--- src/rtl/gregorian_date_day_arithmetic_macros.svh ---
// Assertion macros shared by the date arithmetic block.
// Each macro expects signals named clk and rst in the scope where it is used.
`ifndef GREGORIAN_DATE_DAY_ARITHMETIC_MACROS_SVH
`define GREGORIAN_DATE_DAY_ARITHMETIC_MACROS_SVH

// Same-cycle implication, disabled during reset.
`define GDDA_ASSERT(lbl, ante, cons, msg) \
  lbl: assert property (@(posedge clk) disable iff (rst) (ante) |-> (cons)) else $error(msg);

// Next-cycle implication, disabled during reset.
`define GDDA_ASSERT_NEXT(lbl, ante, cons, msg) \
  lbl: assert property (@(posedge clk) disable iff (rst) (ante) |=> (cons)) else $error(msg);

`endif

--- src/rtl/gdda_pkg.sv ---
// ----------------------------------------------------------------------------
// gdda_pkg
// Shared widths, request codes and controller/datapath signal groups for the
// Gregorian date day arithmetic block.
// ----------------------------------------------------------------------------
package gdda_pkg;

  // Field widths of the request and result transactions.
  localparam int REQ_W   = 2;
  localparam int DAY_W   = 5;
  localparam int MONTH_W = 4;
  localparam int YEAR_W  = 14;
  localparam int COUNT_W = 22;

  // Default width of the internal day counter.
  localparam int COUNT_WIDTH_DEF = 22;

  // Request decoding: the upper code bit selects the difference.
  localparam int                REQ_DIFF_BIT = 1;
  localparam logic [REQ_W-1:0]  REQ_SUB      = 2'd1;

  // Commands from the controller to the datapath.
  typedef struct packed {
    logic load;    // capture a new request
    logic clamp;   // fix out-of-range days
    logic order;   // put the earlier date first for a difference
    logic step;    // advance one day, or go back one for a subtraction
    logic finish;  // move the outcome into the result register
  } cmd_t;

  // Status from the datapath to the controller.
  typedef struct packed {
    logic done;      // stepping has reached its end
    logic limit;     // stepping ended on a range limit or saturation
    logic res_busy;  // result register holds an untaken transaction
  } status_t;

endpackage

--- src/rtl/gdda_ifs.sv ---
// ----------------------------------------------------------------------------
// gdda request and result channels
// Valid/ready channels carrying the request and result transactions.
// ----------------------------------------------------------------------------
interface gdda_req_if;
  logic                          valid;
  logic                          ready;
  logic [gdda_pkg::REQ_W-1:0]    req_type;
  logic [gdda_pkg::DAY_W-1:0]    day_a;
  logic [gdda_pkg::MONTH_W-1:0]  month_a;
  logic [gdda_pkg::YEAR_W-1:0]   year_a;
  logic [gdda_pkg::DAY_W-1:0]    day_b;
  logic [gdda_pkg::MONTH_W-1:0]  month_b;
  logic [gdda_pkg::YEAR_W-1:0]   year_b;
  logic [gdda_pkg::COUNT_W-1:0]  day_count;

  modport source (
    output valid, req_type, day_a, month_a, year_a, day_b, month_b, year_b, day_count,
    input  ready
  );
  modport sink (
    input  valid, req_type, day_a, month_a, year_a, day_b, month_b, year_b, day_count,
    output ready
  );
endinterface

interface gdda_res_if;
  logic                          valid;
  logic                          ready;
  logic [gdda_pkg::DAY_W-1:0]    res_day;
  logic [gdda_pkg::MONTH_W-1:0]  res_month;
  logic [gdda_pkg::YEAR_W-1:0]   res_year;
  logic [gdda_pkg::COUNT_W-1:0]  days_apart;
  logic                          out_of_range;

  modport source (
    output valid, res_day, res_month, res_year, days_apart, out_of_range,
    input  ready
  );
  modport sink (
    input  valid, res_day, res_month, res_year, days_apart, out_of_range,
    output ready
  );
endinterface

--- src/rtl/gdda_dpath.sv ---
// ----------------------------------------------------------------------------
// gdda_dpath
// Date registers, day stepper, day counter and result register of the
// date arithmetic block. Driven by commands from gdda_ctrl.
// ----------------------------------------------------------------------------
`include "gregorian_date_day_arithmetic_macros.svh"

module gdda_dpath #(
  parameter int COUNT_WIDTH = gdda_pkg::COUNT_WIDTH_DEF
) (
  input  logic                          clk,
  input  logic                          rst,
  input  gdda_pkg::cmd_t                cmd,
  output gdda_pkg::status_t             st,
  input  logic [gdda_pkg::REQ_W-1:0]    req_type,
  input  logic [gdda_pkg::DAY_W-1:0]    day_a,
  input  logic [gdda_pkg::MONTH_W-1:0]  month_a,
  input  logic [gdda_pkg::YEAR_W-1:0]   year_a,
  input  logic [gdda_pkg::DAY_W-1:0]    day_b,
  input  logic [gdda_pkg::MONTH_W-1:0]  month_b,
  input  logic [gdda_pkg::YEAR_W-1:0]   year_b,
  input  logic [gdda_pkg::COUNT_W-1:0]  day_count,
  input  logic                          res_ready,
  output logic                          res_valid,
  output logic [gdda_pkg::DAY_W-1:0]    res_day,
  output logic [gdda_pkg::MONTH_W-1:0]  res_month,
  output logic [gdda_pkg::YEAR_W-1:0]   res_year,
  output logic [gdda_pkg::COUNT_W-1:0]  days_apart,
  output logic                          out_of_range
);

  // Only the low bits of the count that both the field and the counter hold matter.
  localparam int CNT_W = (COUNT_WIDTH < gdda_pkg::COUNT_W) ? COUNT_WIDTH : gdda_pkg::COUNT_W;

  localparam logic [gdda_pkg::YEAR_W-1:0]  MAX_YEAR   = 14'd9999;
  localparam logic [gdda_pkg::MONTH_W-1:0] JAN        = 4'd1;
  localparam logic [gdda_pkg::MONTH_W-1:0] FEB        = 4'd2;
  localparam logic [gdda_pkg::MONTH_W-1:0] DEC        = 4'd12;
  localparam logic [gdda_pkg::DAY_W-1:0]   LAST_OF_DEC = 5'd31;
  // Inverse of 25 modulo 2^14 and the largest image of a multiple of 25.
  localparam logic [gdda_pkg::YEAR_W-1:0]  INV25      = 14'd7209;
  localparam logic [gdda_pkg::YEAR_W-1:0]  MUL25_TOP  = 14'd655;

  // Leap rule: divisible by 4 and not by 100, or divisible by 400.
  // A multiple of 4 that is also a multiple of 25 is a multiple of 100.
  function automatic logic leap_year(input logic [gdda_pkg::YEAR_W-1:0] y);
    logic [2*gdda_pkg::YEAR_W-1:0] prod;
    logic                          by25;
    prod = (2*gdda_pkg::YEAR_W)'(y) * (2*gdda_pkg::YEAR_W)'(INV25);
    by25 = (prod[gdda_pkg::YEAR_W-1:0] <= MUL25_TOP);
    return (y[1:0] == 2'd0) && (!by25 || (y[3:0] == 4'd0));
  endfunction

  function automatic logic [gdda_pkg::DAY_W-1:0] month_days(
    input logic [gdda_pkg::MONTH_W-1:0] m,
    input logic                         leap
  );
    logic [gdda_pkg::DAY_W-1:0] n;
    case (m) inside
      4'd4, 4'd6, 4'd9, 4'd11: n = 5'd30;
      FEB:                     n = leap ? 5'd29 : 5'd28;
      default:                 n = 5'd31;
    endcase
    return n;
  endfunction

  function automatic logic [gdda_pkg::YEAR_W-1:0] fit_year(
    input logic [gdda_pkg::YEAR_W-1:0] y
  );
    return (y > MAX_YEAR) ? MAX_YEAR : y;
  endfunction

  function automatic logic [gdda_pkg::MONTH_W-1:0] fit_month(
    input logic [gdda_pkg::MONTH_W-1:0] m
  );
    logic [gdda_pkg::MONTH_W-1:0] r;
    if (m < JAN) begin
      r = JAN;
    end else if (m > DEC) begin
      r = DEC;
    end else begin
      r = m;
    end
    return r;
  endfunction

  function automatic logic [gdda_pkg::DAY_W-1:0] fit_day(
    input logic [gdda_pkg::DAY_W-1:0] d,
    input logic [gdda_pkg::DAY_W-1:0] ml
  );
    logic [gdda_pkg::DAY_W-1:0] r;
    if (d == 5'd0) begin
      r = 5'd1;
    end else if (d > ml) begin
      r = ml;
    end else begin
      r = d;
    end
    return r;
  endfunction

  logic                          is_diff;
  logic                          is_sub;
  logic [gdda_pkg::DAY_W-1:0]    cur_d, tgt_d;
  logic [gdda_pkg::MONTH_W-1:0]  cur_m, tgt_m;
  logic [gdda_pkg::YEAR_W-1:0]   cur_y, tgt_y;
  logic [CNT_W-1:0]              cnt;

  logic                          leap_cur;
  logic [gdda_pkg::DAY_W-1:0]    ml_cur, ml_tgt, ml_prev;
  logic [gdda_pkg::DAY_W-1:0]    cur_d_next;
  logic [gdda_pkg::MONTH_W-1:0]  cur_m_next;
  logic [gdda_pkg::YEAR_W-1:0]   cur_y_next;
  logic [CNT_W-1:0]              cnt_next;
  logic [CNT_W-1:0]              cnt_less;
  logic                          same_date, a_after_b, at_max, at_min, at_limit, cnt_full;
  logic                          cur_ok;

  // Month lengths of the current date, its previous month and the target date.
  assign leap_cur = leap_year(cur_y);
  assign ml_cur   = month_days(cur_m, leap_cur);
  assign ml_prev  = month_days(cur_m - 4'd1, leap_cur);
  assign ml_tgt   = month_days(tgt_m, leap_year(tgt_y));

  // Date comparisons.
  assign same_date = ({cur_y, cur_m, cur_d} == {tgt_y, tgt_m, tgt_d});
  assign a_after_b = ({cur_y, cur_m, cur_d} > {tgt_y, tgt_m, tgt_d});
  assign at_max    = (cur_y == MAX_YEAR) && (cur_m == DEC) && (cur_d == LAST_OF_DEC);
  assign at_min    = (cur_y == '0) && (cur_m == JAN) && (cur_d == 5'd1);
  assign at_limit  = is_sub ? at_min : at_max;
  assign cnt_full  = &cnt;

  // The current date is a real calendar date while stepping.
  assign cur_ok = (cur_m >= JAN) && (cur_m <= DEC) && (cur_d >= 5'd1) && (cur_d <= ml_cur);

  // One day forward, or one day back for a subtraction.
  always_comb begin
    cur_d_next = cur_d;
    cur_m_next = cur_m;
    cur_y_next = cur_y;
    if (!is_sub) begin
      if (cur_d >= ml_cur) begin
        cur_d_next = 5'd1;
        if (cur_m == DEC) begin
          cur_m_next = JAN;
          cur_y_next = cur_y + 14'd1;
        end else begin
          cur_m_next = cur_m + 4'd1;
        end
      end else begin
        cur_d_next = cur_d + 5'd1;
      end
    end else begin
      if (cur_d > 5'd1) begin
        cur_d_next = cur_d - 5'd1;
      end else if (cur_m == JAN) begin
        cur_d_next = LAST_OF_DEC;
        cur_m_next = DEC;
        cur_y_next = cur_y - 14'd1;
      end else begin
        cur_d_next = ml_prev;
        cur_m_next = cur_m - 4'd1;
      end
    end
  end

  // The difference counts up; add and subtract count the remaining days down.
  assign cnt_less = cnt - CNT_W'(1);
  assign cnt_next = is_diff ? (cnt + CNT_W'(1)) : cnt_less;

  // Difference ends at target or full counter; add/sub at zero count or a limit.
  always_comb begin
    st.res_busy = res_valid;
    if (is_diff) begin
      st.done  = same_date || cnt_full;
      st.limit = !same_date && cnt_full;
    end else begin
      st.done  = (cnt == '0) || at_limit;
      st.limit = (cnt != '0) && at_limit;
    end
  end

  // Working registers.
  always_ff @(posedge clk) begin
    if (cmd.load) begin
      is_diff <= req_type[gdda_pkg::REQ_DIFF_BIT];
      is_sub  <= (req_type == gdda_pkg::REQ_SUB);
      cur_d   <= day_a;
      cur_m   <= fit_month(month_a);
      cur_y   <= fit_year(year_a);
      tgt_d   <= day_b;
      tgt_m   <= fit_month(month_b);
      tgt_y   <= fit_year(year_b);
      cnt     <= req_type[gdda_pkg::REQ_DIFF_BIT] ? '0 : day_count[CNT_W-1:0];
    end else if (cmd.clamp) begin
      cur_d <= fit_day(cur_d, ml_cur);
      tgt_d <= fit_day(tgt_d, ml_tgt);
    end else if (cmd.order) begin
      if (is_diff && a_after_b) begin
        cur_d <= tgt_d;
        cur_m <= tgt_m;
        cur_y <= tgt_y;
        tgt_d <= cur_d;
        tgt_m <= cur_m;
        tgt_y <= cur_y;
      end
    end else if (cmd.step) begin
      cur_d <= cur_d_next;
      cur_m <= cur_m_next;
      cur_y <= cur_y_next;
      cnt   <= cnt_next;
    end
  end

  // Result register.
  always_ff @(posedge clk) begin
    if (rst) begin
      res_valid <= 1'b0;
    end else if (cmd.finish) begin
      res_valid <= 1'b1;
    end else if (res_ready) begin
      res_valid <= 1'b0;
    end
  end

  always_ff @(posedge clk) begin
    if (cmd.finish) begin
      res_day      <= is_diff ? '0 : cur_d;
      res_month    <= is_diff ? '0 : cur_m;
      res_year     <= is_diff ? '0 : cur_y;
      days_apart   <= is_diff ? gdda_pkg::COUNT_W'(cnt) : '0;
      out_of_range <= st.limit;
    end
  end

  `GDDA_ASSERT(a_no_overwrite, cmd.finish, !res_valid || res_ready, "result overwritten")
  `GDDA_ASSERT(a_step_valid_date, cmd.step, cur_ok, "stepping from an invalid date")
  `GDDA_ASSERT_NEXT(a_count_down, cmd.step && !is_diff, cnt == $past(cnt_less), "day counter off")

endmodule

--- src/rtl/gdda_ctrl.sv ---
// ----------------------------------------------------------------------------
// gdda_ctrl
// Sequencer of the date arithmetic block: accepts a request, runs the clamp,
// order and day stepping phases, and hands the outcome to the result register.
// ----------------------------------------------------------------------------
`include "gregorian_date_day_arithmetic_macros.svh"

module gdda_ctrl (
  input  logic              clk,
  input  logic              rst,
  input  logic              req_valid,
  output logic              req_ready,
  input  logic              res_ready,
  input  gdda_pkg::status_t st,
  output gdda_pkg::cmd_t    cmd
);

  typedef enum logic [2:0] {
    S_IDLE,
    S_CLAMP,
    S_ORDER,
    S_STEP,
    S_DONE
  } state_t;

  state_t state;

  // Command decode.
  always_comb begin
    cmd        = '0;
    cmd.load   = req_valid && req_ready;
    cmd.clamp  = (state == S_CLAMP);
    cmd.order  = (state == S_ORDER);
    cmd.step   = (state == S_STEP) && !st.done;
    cmd.finish = (state == S_DONE) && (!st.res_busy || res_ready);
  end

  // State and the registered ready.
  always_ff @(posedge clk) begin
    if (rst) begin
      state     <= S_IDLE;
      req_ready <= 1'b1;
    end else begin
      unique case (state)
        S_IDLE: begin
          if (req_valid) begin
            state     <= S_CLAMP;
            req_ready <= 1'b0;
          end
        end
        S_CLAMP: begin
          state <= S_ORDER;
        end
        S_ORDER: begin
          state <= S_STEP;
        end
        S_STEP: begin
          if (st.done) begin
            state <= S_DONE;
          end
        end
        S_DONE: begin
          if (!st.res_busy || res_ready) begin
            state     <= S_IDLE;
            req_ready <= 1'b1;
          end
        end
        default: begin
          state     <= S_IDLE;
          req_ready <= 1'b1;
        end
      endcase
    end
  end

  `GDDA_ASSERT(a_cmd_onehot, 1'b1, $onehot0({cmd.load, cmd.clamp, cmd.order, cmd.step, cmd.finish}), "more than one datapath command")
  `GDDA_ASSERT(a_ready_idle, 1'b1, req_ready == (state == S_IDLE), "request ready out of step with idle state")

endmodule

--- src/rtl/gregorian_date_day_arithmetic.sv ---
// Gregorian date day arithmetic.
// A request transaction on req carries a code and dates A and B: code 0 adds
// day_count days to A, code 1 subtracts them, codes 2 and 3 give the distance
// in days between A and B. Invalid fields are clamped to the nearest valid
// date. One result transaction on res answers each request.
// After acceptance the sequencer runs its clamp, order, step and done states.
// It steps day_count days, or the distance for a difference, as a single
// date register moves one calendar day per cycle. Add and subtract stop
// early at 0000-01-01 or 9999-12-31, a difference when its day counter fills
// (2^CNT_W - 1, CNT_W the lesser of COUNT_WIDTH and COUNT_W); out_of_range
// then marks the result. Only one request is in flight; the next one is
// taken as soon as the outcome moves into the result register, even while
// that result still waits for res.ready. When res stalls, the finished
// outcome holds inside until the register frees up.
// Synchronous reset returns the sequencer to idle with req.ready high and
// clears res.valid; nothing else needs reset.
// ----------------------------------------------------------------------------
// gregorian_date_day_arithmetic
// Top level: joins the sequencer and the datapath to the two channels.
// ----------------------------------------------------------------------------
module gregorian_date_day_arithmetic #(
  parameter int COUNT_WIDTH = gdda_pkg::COUNT_WIDTH_DEF
) (
  input  logic            clk,
  input  logic            rst,
  gdda_req_if.sink        req,
  gdda_res_if.source      res
);

  gdda_pkg::cmd_t    cmd;
  gdda_pkg::status_t st;

  gdda_ctrl u_ctrl (
    .clk       (clk),
    .rst       (rst),
    .req_valid (req.valid),
    .req_ready (req.ready),
    .res_ready (res.ready),
    .st        (st),
    .cmd       (cmd)
  );

  gdda_dpath #(
    .COUNT_WIDTH (COUNT_WIDTH)
  ) u_dpath (
    .clk          (clk),
    .rst          (rst),
    .cmd          (cmd),
    .st           (st),
    .req_type     (req.req_type),
    .day_a        (req.day_a),
    .month_a      (req.month_a),
    .year_a       (req.year_a),
    .day_b        (req.day_b),
    .month_b      (req.month_b),
    .year_b       (req.year_b),
    .day_count    (req.day_count),
    .res_ready    (res.ready),
    .res_valid    (res.valid),
    .res_day      (res.res_day),
    .res_month    (res.res_month),
    .res_year     (res.res_year),
    .days_apart   (res.days_apart),
    .out_of_range (res.out_of_range)
  );

endmodule
--- src/flat_wrapper.sv ---
// flat-port wrapper written by rule: the top's interface ports become plain ports
module gregorian_date_day_arithmetic_flat 
#(
  parameter int COUNT_WIDTH = gdda_pkg::COUNT_WIDTH_DEF
)
  (clk, rst, req_valid, req_req_type, req_day_a, req_month_a, req_year_a, req_day_b, req_month_b, req_year_b, req_day_count, req_ready, res_valid, res_res_day, res_res_month, res_res_year, res_days_apart, res_out_of_range, res_ready);
  gdda_req_if req_i ();
  gdda_res_if res_i ();
  input  logic clk;
  input  logic rst;
  input wire logic [$bits(req_i.valid)-1:0] req_valid;
  input wire logic [$bits(req_i.req_type)-1:0] req_req_type;
  input wire logic [$bits(req_i.day_a)-1:0] req_day_a;
  input wire logic [$bits(req_i.month_a)-1:0] req_month_a;
  input wire logic [$bits(req_i.year_a)-1:0] req_year_a;
  input wire logic [$bits(req_i.day_b)-1:0] req_day_b;
  input wire logic [$bits(req_i.month_b)-1:0] req_month_b;
  input wire logic [$bits(req_i.year_b)-1:0] req_year_b;
  input wire logic [$bits(req_i.day_count)-1:0] req_day_count;
  output wire logic [$bits(req_i.ready)-1:0] req_ready;
  output wire logic [$bits(res_i.valid)-1:0] res_valid;
  output wire logic [$bits(res_i.res_day)-1:0] res_res_day;
  output wire logic [$bits(res_i.res_month)-1:0] res_res_month;
  output wire logic [$bits(res_i.res_year)-1:0] res_res_year;
  output wire logic [$bits(res_i.days_apart)-1:0] res_days_apart;
  output wire logic [$bits(res_i.out_of_range)-1:0] res_out_of_range;
  input wire logic [$bits(res_i.ready)-1:0] res_ready;
  assign req_i.valid = req_valid;
  assign req_i.req_type = req_req_type;
  assign req_i.day_a = req_day_a;
  assign req_i.month_a = req_month_a;
  assign req_i.year_a = req_year_a;
  assign req_i.day_b = req_day_b;
  assign req_i.month_b = req_month_b;
  assign req_i.year_b = req_year_b;
  assign req_i.day_count = req_day_count;
  assign req_ready = req_i.ready;
  assign res_valid = res_i.valid;
  assign res_res_day = res_i.res_day;
  assign res_res_month = res_i.res_month;
  assign res_res_year = res_i.res_year;
  assign res_days_apart = res_i.days_apart;
  assign res_out_of_range = res_i.out_of_range;
  assign res_i.ready = res_ready;
  gregorian_date_day_arithmetic #(.COUNT_WIDTH(COUNT_WIDTH)) u_core (.clk(clk), .rst(rst), .req(req_i), .res(res_i));
endmodule
--- config.mk ---
export PLATFORM = sky130hd
export DESIGN_NAME = gregorian_date_day_arithmetic_flat
export DESIGN_NICKNAME = d
export VERILOG_FILES = /design/src/rtl/gdda_pkg.sv /design/src/rtl/gdda_ifs.sv /design/src/rtl/gdda_dpath.sv /design/src/rtl/gdda_ctrl.sv /design/src/rtl/gregorian_date_day_arithmetic.sv /design/src/flat_wrapper.sv
export VERILOG_INCLUDE_DIRS = /design/src /design/src/rtl
export SDC_FILE = /design/constraint.sdc
export NUM_CORES = 1
export LEC_CHECK = 0
export ABC_AREA = 1
export BUFFER_PORTS_ARGS = -buffer_cell sky130_fd_sc_hd__buf_2
export CAP_MARGIN = 40
export CORE_ASPECT_RATIO = 2
export CORE_UTILIZATION = 50
export DETAILED_ROUTE_END_ITERATION = 10
export PLACE_DENSITY = 0.7
export RECOVER_POWER = 50
export SKIP_LAST_GASP = 1
export SLEW_MARGIN = 20
export SYNTH_ARGS = -nofsm -noshare
export SYNTH_HDL_FRONTEND = slang
export SYNTH_SLANG_ARGS = --single-unit
export TNS_END_PERCENT = 5
--- constraint.sdc ---
create_clock -name clk -period 11.55 [get_ports clk]
set_clock_uncertainty 0.15 [all_clocks]
set_input_delay 0.5775 -clock clk [delete_from_list [all_inputs] [get_ports clk]]
set_output_delay 0.5775 -clock clk [all_outputs]
set_load 0.02 [all_outputs]
### Word-level counts from Yosys, hierarchy flattened

Cells that the tools add are included.

| word-level totals | value |
|---|---|
| register bits | 121 |
| bits of input ports | 74 |
| output and inout port bits | 48 |

| cells by class | value |
|---|---|
| add/subtract/negate cells | 8 |
| $mul | 2 |
| order comparisons | 13 |
| equal/unequal tests | 37 |
| multiplexer cells | 76 |
| bitwise gates (word level) | 1 |
| reduce and logical (&&, ||, !) cells | 55 |

Operators by type and width:

| cell | count |
|---|---|
| 14-bit two-way mux | 16 |
| 22-bit two-way mux | 6 |
| 5-bit two-way mux | 18 |
| 4-bit two-way mux | 18 |
| 4-bit == test (second input constant) | 7 |
| 14-bit greater-than comparator (second input constant) | 2 |
| 14-bit by 10-bit less-or-equal comparator with 1-bit output (second input constant) | 2 |
| 14-bit by 13-bit multiplier with 14-bit output (second input constant) | 2 |
| 4-bit by 3-bit == test with 1-bit output (second input constant) | 6 |
| 23-bit == test | 1 |
| 23-bit greater-than comparator | 1 |
| 22-bit by 1-bit adder with 22-bit output (second input constant) | 1 |
| 22-bit logical NOT | 1 |
| 22-bit AND reduction | 1 |
| 22-bit nonzero test | 1 |
| 22-bit by 1-bit subtractor with 22-bit output (second input constant) | 1 |
| 3-bit AND reduction | 6 |
| 3-bit case mux with 5 select lines | 1 |
| 14-bit by 1-bit adder with 14-bit output (second input constant) | 1 |
| 14-bit == test (second input constant) | 1 |
| 14-bit logical NOT | 1 |
| 14-bit by 1-bit subtractor with 14-bit output (second input constant) | 1 |
| 4-bit by 2-bit == test with 1-bit output (second input constant) | 3 |
| 1-bit logical AND | 12 |
| 40 further kinds | 82 |

### Longest topological paths before layout

Gate-level depths: netlist of the first run.

| logic depth | value |
|---|---|
| word-level depth | 15 |
| depth in mapped cells | 29 |

### Hierarchy

From an unflattened synthesis of the first run, not the netlist that was laid out.

| second synthesis, totals | value |
|---|---|
| cell total of the unflattened synthesis | 1328 |
| area total of the unflattened synthesis | 10890.4 um^2 |

Modules (own cells, without submodules):

| module | instances | cells an instance | area an instance (um^2) | seq. area each (um^2) |
|---|---|---|---|---|
| gdda_dpath | 1 | 1285 | 10628.9 | 3503.4 |
| gdda_ctrl | 1 | 43 | 261.5 | 80.1 |

### Worst setup path after synthesis of the first run

No wires, ideal clock.

| path | value |
|---|---|
| kind | register -> register |
| start point | register u_core.u_dpath.cur_y[0] in the netlist's numbering |
| end point | register u_core.u_dpath.cur_y[0] in the netlist's numbering, enable pin |
| arrival | 5.383 ns |
| path slack | 5.614 ns |
| cell stages (with the launch flop) | 23 |
| buffers on the path | 0 |
| clock period less this slack | 5.936 ns |
| cells stage by stage | edfxtp_1 fa_1 ha_1 ha_1 inv_1 fa_1 fa_1 inv_1 ha_1 nand2_1 or2_2 nand3_1 inv_1 nand3_1 nand3_1 nand2_1 a21oi_1 ha_1 o21ai_0 nand2_1 nand3_1 nor2_1 nor3_1 |

| between the ends | value |
|---|---|
| longest elaborated chain between the ends | 11 |
| elaborated cells between the ends (all ways) | 30 |

RTL lines:

| item | RTL line | RTL |
|---|---|---|
| from (decl) | gdda_dpath.sv:106 | `logic [gdda_pkg::YEAR_W-1:0] cur_y, tgt_y;` |
| from (signal assigned) | gdda_dpath.sv:190 | `cur_y <= fit_year(year_a);` |
| from (signal assigned) | gdda_dpath.sv:202 | `cur_y <= tgt_y;` |
| from (signal assigned) | gdda_dpath.sv:210 | `cur_y <= cur_y_next;` |
| 14-bit by 13-bit multiplier with 14-bit output | gdda_dpath.sv:49 | `prod = (2*gdda_pkg::YEAR_W)'(y) * (2*gdda_pkg::YEAR_W)'(INV25);` |
| 14-bit by 10-bit less-or-equal comparator with 1-bit output | gdda_dpath.sv:50 | `by25 = (prod[gdda_pkg::YEAR_W-1:0] <= MUL25_TOP);` |
| 1-bit logical NOT | gdda_dpath.sv:51 | `return (y[1:0] == 2'd0) && (!by25 \|\| (y[3:0] == 4'd0));` |
| 1-bit logical OR | gdda_dpath.sv:51 |  |
| 1-bit logical AND | gdda_dpath.sv:51 |  |
| 1-bit two-way mux | gdda_dpath.sv:61 | `FEB: n = leap ? 5'd29 : 5'd28;` |
| 2-bit two-way mux | gdda_dpath.sv:59 | `case (m) inside` |
| 5-bit two-way mux | gdda_dpath.sv:59 |  |
| 5-bit >= comparator | gdda_dpath.sv:142 | `if (cur_d >= ml_cur) begin` |
| 4-bit nonzero test (no line) | n/a |  |
| 7-bit AND reduction (no line) * | n/a |  |

Mark *: on every way between the ends. The rest lies on a longest branch, timed or not.
A chain may end at the register's enable or synchronous reset.

### Final worst setup path of the first run

| path | value |
|---|---|
| start point | register u_core.u_ctrl.req_ready |
| end point | register u_core.u_dpath.cur_m[3] in the netlist's numbering, enable pin |

| between the ends | value |
|---|---|
| longest elaborated chain between the ends | 3 |
| elaborated cells between the ends (all ways) | 7 |

RTL lines:

| item | RTL line | RTL |
|---|---|---|
| from (decl) | gdda_ctrl.sv:12 | `output logic req_ready,` |
| from (signal assigned) | gdda_ctrl.sv:42 | `req_ready <= 1'b1;` |
| from (signal assigned) | gdda_ctrl.sv:48 | `req_ready <= 1'b0;` |
| from (signal assigned) | gdda_ctrl.sv:65 | `req_ready <= 1'b1;` |
| 1-bit logical AND * | gdda_ctrl.sv:31 | `cmd.load = req_valid && req_ready;` |
| 4-bit by 2-bit inequality test with 1-bit output (no line) (tied with other cells) | n/a |  |
| 5-bit AND reduction (no line) * | n/a |  |
| to (signal assigned) | gdda_dpath.sv:189 | `cur_m <= fit_month(month_a);` |
| to (signal assigned) | gdda_dpath.sv:201 | `cur_m <= tgt_m;` |
| to (signal assigned) | gdda_dpath.sv:209 | `cur_m <= cur_m_next;` |
| to (decl) | gdda_dpath.sv:105 | `logic [gdda_pkg::MONTH_W-1:0] cur_m, tgt_m;` |

Marks and branches as above.

==> results_dict.tcl, run 1 <==
set metrics [dict create \
    hpwl_um 25020 \
    yosysSeqAreaShare_pct 33.69 \
    die_w_um 105.1 \
    ys_async_sr_fraction_pct 0 \
    critPathArrivalTime_ns 5.81 \
    worstHoldPathType "in -> reg" \
    synth_area_per_cell_um2 8.213 \
    dr.pass1.iters 6 \
    drive_above_1_share_pct 8.577 \
    num_io_pins 122 \
    crit_top_cell "nand2_1" \
    die_area_mm2 0.02189 \
    maxSlewViolCount 188 \
    die_height_um 208.3 \
    synth_area_mm2 0.01064 \
    start_kind "flip-flop" \
    seqPwrFrac_pct 23.3 \
    max_freq_ghz 0.1698 \
    cts_root_buf "clkbuf_16" \
    synth.distinct_cells 53 \
    htreeDepth 4 \
    yosysMostFrequentCell "nand2_1" \
    slew_headroom_pct -88.44 \
    cts_setup_buffers 0 \
    syn_inst 1295 \
    clk_path_buf_depth 2 \
    rsz0062_at_grt "no" \
    dr_total_vias 9558 \
    yosysWarningCount 0 \
    cpPeakStageDelay_ns 2.02 \
    violations "max-capacitance violations, max-slew violations" \
    antenna_found_initial 3 \
    setup_violations 0 \
    synth_flop_cell "edfxtp_1" \
    n_antenna_cell 0 \
    start_util_pct 50.82 \
    core_region_area_mm2 0.02093 \
    maxCapViolCount 4 \
    rows 75 \
    synth-seq-cells 121 \
    worstPathMaxFanout 59 \
    stdcell_count 1703 \
    crit_chain "nand2_1 -> clkbuf_1 -> clkinv_1 -> clkbuf_1 -> nor2_2 -> inv_1 -> nor2_1 -> nand2_1 -> nand2_1 -> nor3b_1" \
    grt_overflow_total 0 \
    drt-total-wl_um 31360 \
    yosysTopAreaCell "edfxtp_1" \
    cts_buffers 17 \
    outcome "finished, violations left" \
    pwr-share-comb_pct 61.1 \
    fin_crit_ns 5.890 \
    grt_pass1_vias 9847 \
    grt_pass1_wl_um 48980 \
    crit_required_ns 11.47 \
    slowest_stage "clkbuf_1" \
    power_frac_clock_pct 15.6 \
    swShare_pct 47.76 \
    clkLatencyLatePin_ns 0.44 \
    syn_nets 1540 \
    place.gp.congestion 0.9604 \
    grt_max_degree 60 \
    drt_iter0_markers 456 \
    cts_tree "built" \
    post-place-cells 1669 \
    p_leak_nw 5.753 \
    cts.sinks 121 \
    power.internal_mw 1.819 \
    clkTransAtPathRegs_ns 0.06 \
    avgRoutedWirePerCell_um 18.42 \
    ys_top_cells_by_count "nand2_1 (262), inv_1 (216), ha_1 (147)" \
    timing.final.crit_share_pct 51.00 \
    finalHoldViolCount 0 \
    drc 0 \
    viasPerCell 5.612 \
    power_density_mw_per_mm2 288.0 \
    ctsHoldBuffers 0 \
    endpoint_kind "flip-flop" \
    synth_area_leaders "edfxtp_1 (33%), ha_1 (17%), nand2_1 (9.2%)" \
    ir_drop_uv 168.5 \
    fillers 1972 \
    power_switching_mw 1.663 \
    max_slew.worst_pin.slew_ns 2.827 \
    tns_ns 0 \
    nets 1666 \
    worstSetupPathType "reg -> reg" \
    grt_usage_pct 29.86 \
    numPortBuffers 121 \
    synth_top_cell_area_share_pct 32.75 \
    cts_resized 0 \
    area_growth_pct 13.69 \
    synth_edf_count 116 \
    detail-route-antenna-nets 0 \
]
## through the flow
step | setup slack [ns] | hold slack (ns) | utilization [%] | area, um^2 | power [mW]
floorplan | 5.614 | 0.3728 | - | 10640 | 2.379
global placement | 5.914 | 0.3457 | 55.16 | 11540 | 2.877
detailed placement | 5.809 | 0.3436 | 55.23 | 11560 | 2.925
CTS | 5.800 | 0.1804 | 58.04 | 12150 | 3.483
global route | 5.166 | 0.2194 | 57.78 | 12090 | 3.818
finish | 5.660 | 0.1992 | 57.78 | 12090 | 3.482
## layout by cell type, fill, tap and decap left out, drive strengths merged, types with 2 or more instances in the layout
cell type and instances:
nand3 61, a32o 3, fa 24, nand2 263
o22ai 4, a221oi 3, clkinv 7, a31oi 8
a21oi 72, o211ai 16, bufinv 3, o21ai 76
or2 8, nand4 20, inv 217, and2 3
ha 147, a211oi 2, a2111oi 2, clkinvlp 4
xor2 19, edfxtp 116, a22oi 7, o221ai 15
xnor2 20, nor3 11, nor2 111, o31ai 4
nor4 13, clkbuf 74, o21bai 6, dfxtp 5
buf 78
## sequential cells by signal, indices dropped and copies added, names as in the netlist, 4 cells and up
name,count
u_core.u_dpath.cur_d,5
u_core.u_dpath.tgt_m,4
u_core.u_dpath.tgt_y,14
u_core.u_dpath.tgt_d,5
u_core.u_dpath.cnt,22
u_core.u_dpath.cur_m,4
u_core.u_dpath.cur_y,14
u_core.u_dpath.res_day,5
u_core.u_dpath.days_apart,22
u_core.u_dpath.res_month,4
u_core.u_dpath.res_year,14
## critical path: cells and delay by family, from the launching register on
| kind | cells | cell delay [ns] |
|---|---|---|
| buffers and inverters | 4 | 3.60 |
| flip-flops | 1 | 0.34 |
| AND/OR/NAND/NOR | 6 | 1.36 |
## logic make-up after synthesis
kind of cell	share of synthesized area, %
xor gates and xnor gates	3.212
AOI/OAI and AO/OA	12.92
adders and majority gates	21.81
and+or+nand+nor	19.66
DFF	33.69
buffers and inverters	8.706
## routing by layer
metal | GRT usage (%) | share of wire [%]
met3 | 4.010 | 4.6
met2 | 57.09 | 54
met4 | 23.90 | 8.1
met5 | 0 | 0.083
met1 | 27.53 | 33
## power by group through the flow
stage	clock network, mW	registers (mW)	logic [mW]
floorplan	0	0.777	1.60
global placement	0	0.814	2.06
detailed placement	0	0.816	2.11
CTS	0.548	0.808	2.13
global route	0.562	0.821	2.43
finish	0.543	0.812	2.13
## final cells by class
class                      instances  area [um^2]  share of cell area, %
timing repair buffer             131        626.9                  5.184
sequential                       121         3583                  29.64
clock buffer                      21        440.4                  3.642
inverter                         220        825.8                  6.829
tap                              269        336.6                  2.784
clock inverter                    11        147.6                  1.221
multi-input combinational        930         6131                  50.70
## final timing paths
path         depth (start not counted)                     from                 endpoint  slack (ns)
max                                 10  u_core.u_ctrl.req_ready  u_core.u_dpath.cur_m[3]        5.66
min                                  2                      rst   u_core.u_ctrl.state[1]        0.20
max reg2reg                         10  u_core.u_ctrl.req_ready  u_core.u_dpath.cur_m[3]        5.66
min reg2reg                          1  u_core.u_ctrl.req_ready  u_core.u_ctrl.req_ready        0.37
(Power assumes the default switching activity.)
==> run 2, diff against run 1 <==
--- a/config.mk
+++ b/config.mk
@@ -6,13 +6,13 @@
 export SDC_FILE = /design/constraint.sdc
 export NUM_CORES = 1
 export LEC_CHECK = 0
-export ABC_AREA = 1
+export ABC_AREA = 0
 export BUFFER_PORTS_ARGS = -buffer_cell sky130_fd_sc_hd__buf_2
 export CAP_MARGIN = 40
 export CORE_ASPECT_RATIO = 2
 export CORE_UTILIZATION = 50
 export DETAILED_ROUTE_END_ITERATION = 10
-export PLACE_DENSITY = 0.7
+export PLACE_DENSITY = 0.73
 export RECOVER_POWER = 50
 export SKIP_LAST_GASP = 1
 export SLEW_MARGIN = 20
==> constraint.sdc (replaced) <==
create_clock -name clk -period 5.03 [get_ports clk]
set_clock_uncertainty 0.15 [all_clocks]
set_input_delay 0.2515 -clock clk [delete_from_list [all_inputs] [get_ports clk]]
set_output_delay 0.2515 -clock clk [all_outputs]
set_load 0.02 [all_outputs]
==> run 2 against run 1 <==
Compared with the run above: the run ends with negative hold slack, max-capacitance violations, max-slew violations, negative setup slack left; highest routed layer is now met4; utilization up 4.0 points; final cell count decreased by 9.3%; total power grew 80%; routed wire length fell by 5.6%; area after synthesis is 2.9% lower; die area is 2.8% lower; non-clock buffer count up 90; clock power rose by 120%; largest power group unchanged.
==> results_dict.tcl, run 2 <==
set metrics [dict create \
    viasPerCell 5.842 \
    cts.sinks 121 \
    htreeDepth 4 \
    maxSlewViolCount 87 \
    place.gp.congestion 0.9551 \
    start_kind "flip-flop" \
    multi_input_area_mm2 0.006292 \
    yosysMostFrequentCell "ha_1" \
    seq_area_mm2 0.003583 \
    detail-route-antenna-nets 0 \
    slowest_stage "fa_1" \
    cpPeakStageDelay_ns 0.57 \
    synth_edf_count 116 \
    outcome "finished, violations left" \
    timing.final.crit_share_pct 110.8 \
    synth_area_mm2 0.01033 \
    synth_top_cell_area_share_pct 33.72 \
    clkTransAtPathRegs_ns 0.06 \
    grt_usage_pct 28.30 \
    worstHoldPathType "in -> reg" \
    synth_flop_cell "edfxtp_1" \
    rows 74 \
    die_height_um 205.3 \
    max_freq_ghz 0.1794 \
    drt-total-wl_um 29600 \
    num_io_pins 122 \
    fillers 1742 \
    clk_path_buf_depth 2 \
    die_w_um 103.6 \
    finalHoldViolCount 1 \
    grt_overflow_total 0 \
    antenna_found_initial 0 \
    avgRoutedWirePerCell_um 19.16 \
    maxCapViolCount 2 \
    dr.pass1.iters 7 \
    mostFrequentLayoutCells "ha_1 (146), edfxtp_1 (116), inv_1 (101)" \
    core_region_area_mm2 0.02037 \
    max_slew.worst_pin.slew_ns 2.001 \
    crit_chain "fa_1 -> ha_1 -> ha_1 -> inv_1 -> fa_1 -> fa_1 -> inv_2 -> ha_4 -> nor3b_1 -> o41ai_1 -> nand4_1 -> nand4b_1 -> nand2_1 -> ha_1 -> o21ai_1 -> a21oi_1 -> nor2_2 -> inv_1 -> o21ai_2 -> a21oi_2 -> nor2_2 -> a211oi_4 -> buf_12" \
    n_antenna_cell 0 \
    fin_hold_ws_ns -0.002137 \
    worstSetupPathType "reg -> reg" \
    synth_area_per_cell_um2 9.764 \
    die_area_mm2 0.02127 \
    synth_area_leaders "edfxtp_1 (34%), ha_1 (18%), fa_1 (4.7%)" \
    tns_ns -14.35 \
    worst_slack_ns -0.5453 \
    syn_inst 1058 \
    grt_max_degree 49 \
    fin_crit_ns 5.575 \
    top_regs "u_core.u_dpath.cnt x22, u_core.u_dpath.days_apart x22" \
    ys_async_sr_fraction_pct 0 \
    cts_buffers 17 \
    syn_nets 1303 \
    drc 0 \
    yosysWarningCount 0 \
    p_leak_nw 5.481 \
    yosysTopAreaCell "edfxtp_1" \
    design_area_mm2 0.01259 \
    fin_util_pct 61.82 \
    critPathArrivalTime_ns 5.56 \
    place_area_mm2 0.01167 \
    grt_pass1_wl_um 46020 \
    slew_headroom_pct -33.40 \
    start_util_pct 50.71 \
    worstPathMaxFanout 14 \
    numPortBuffers 121 \
    cts_root_buf "clkbuf_16" \
    grt_pass1_vias 9035 \
    ir_drop_uv 325.4 \
    clkLatencyLatePin_ns 0.43 \
    synth-seq-cells 121 \
    power_density_mw_per_mm2 497.2 \
    yosysSeqAreaShare_pct 34.69 \
    layout.cells.most_common "ha_1" \
    crit_required_ns 5.02 \
    nets 1511 \
    drt_iter0_markers 463 \
    endpoint_kind "flip-flop" \
    ys_top_cells_by_count "ha_1 (147), edfxtp_1 (116), inv_1 (102)" \
    dr_total_vias 9026 \
    cts_tree "built" \
    rsz0062_at_grt "yes" \
    drive_above_1_share_pct 14.39 \
    setup_violations 33 \
    hpwl_um 22980 \
    violations "negative hold slack, max-capacitance violations, max-slew violations, negative setup slack" \
    area_growth_pct 21.91 \
    synth.distinct_cells 66 \
]
==> run 2: layer usage <==
layer	part of all wire (%)	vias up	GRT usage, %
li1	-	4281	-
met1	34	4314	27.43
met2	56	318	55.56
met3	4.0	113	3.421
met4	6.3	0	18.48
met5	0	-	0
==> run 2: where the power goes <==
part | switching, mW | internal, mW | leakage (nW) | total, mW
Clock | 0.506 | 0.697 | 0.276 | 1.20
Sequential | 0.189 | 1.39 | 1.14 | 1.58
Combinational | 1.89 | 1.59 | 4.07 | 3.48
Total | 2.58 | 3.68 | 5.48 | 6.26
==> run 2: area by class of cell <==
| type | instances | area share [%] |
|---|---|---|
| Inverter | 103 | 3.070 |
| Timing Repair Buffer | 221 | 11.27 |
| Clock inverter | 15 | 1.222 |
| Sequential cell | 121 | 28.46 |
| Clock buffer | 17 | 3.378 |
| Tap cell | 266 | 2.643 |
| Multi-Input combinational cell | 802 | 49.97 |
==> run 2: worst max-delay path, delay by kind of cell (launching register included) <==
| family | cells | cell delay, ns |
|---|---|---|
| buffers and inverters | 4 | 0.40 |
| flip-flops | 1 | 0.43 |
| AND/OR/NAND/NOR | 6 | 0.77 |
| AO/OA/AOI/OAI | 6 | 0.95 |
| adder cells (fa/ha/maj) | 7 | 2.58 |
==> run 2: final timing paths <==
check | start | end | slack (ns) | depth (start not counted)
worst max-delay path | u_core.u_dpath.cur_y[1] | u_core.u_dpath.cur_y[6] | -0.55 | 23
worst min-delay path | req_day_count[9] | u_core.u_dpath.cnt[9] | -0.002 | 3
worst max register to register | u_core.u_dpath.cur_y[1] | u_core.u_dpath.cur_y[6] | -0.55 | 23
worst min register to register | u_core.u_ctrl.req_ready | u_core.u_ctrl.req_ready | 0.38 | 1
==> run 2: cells by family (layout without fill, tap and decap cells) <==
| family | Yosys count | count (layout) | synth area share [%] |
|---|---|---|---|
| AOI/OAI and AO/OA | 260 | 260 | 16.40 |
| xor gates and xnor gates | 57 | 57 | 5.632 |
| adders and majority gates | 171 | 171 | 22.46 |
| buffers and inverters | 135 | 356 | 4.930 |
| DFF | 121 | 121 | 34.69 |
| muxes | 4 | 4 | 0.3876 |
| and+or+nand+nor | 310 | 310 | 15.50 |
==> run 2: stage by stage <==
stage,hold slack (ns),instances,power [mW],worst slack (ns)
after CTS,0.001021,1542,6.267,-0.5570
after global placement,0.3133,1472,4.892,-0.4650
after global routing,0.002492,1545,6.736,-0.8672
after detailed placement,0.3204,1474,5.012,-0.6153
after floorplan,0.1706,1058,4.001,-0.3909
final,-0.002137,1545,6.262,-0.5453
==> run 2: what timing repair did <==
| item | 4_1_cts | 5_1_grt |
|---|---|---|
| hold buffers | 35 | 1 |
| endpoints found under the hold margin | 38 | 1 |
| endpoints found under the setup margin | 33 | 33 |
| gates resized for setup | 2 | 2 |
| setup buffers | 1 | 1 |
| pin swaps | 1 | 1 |
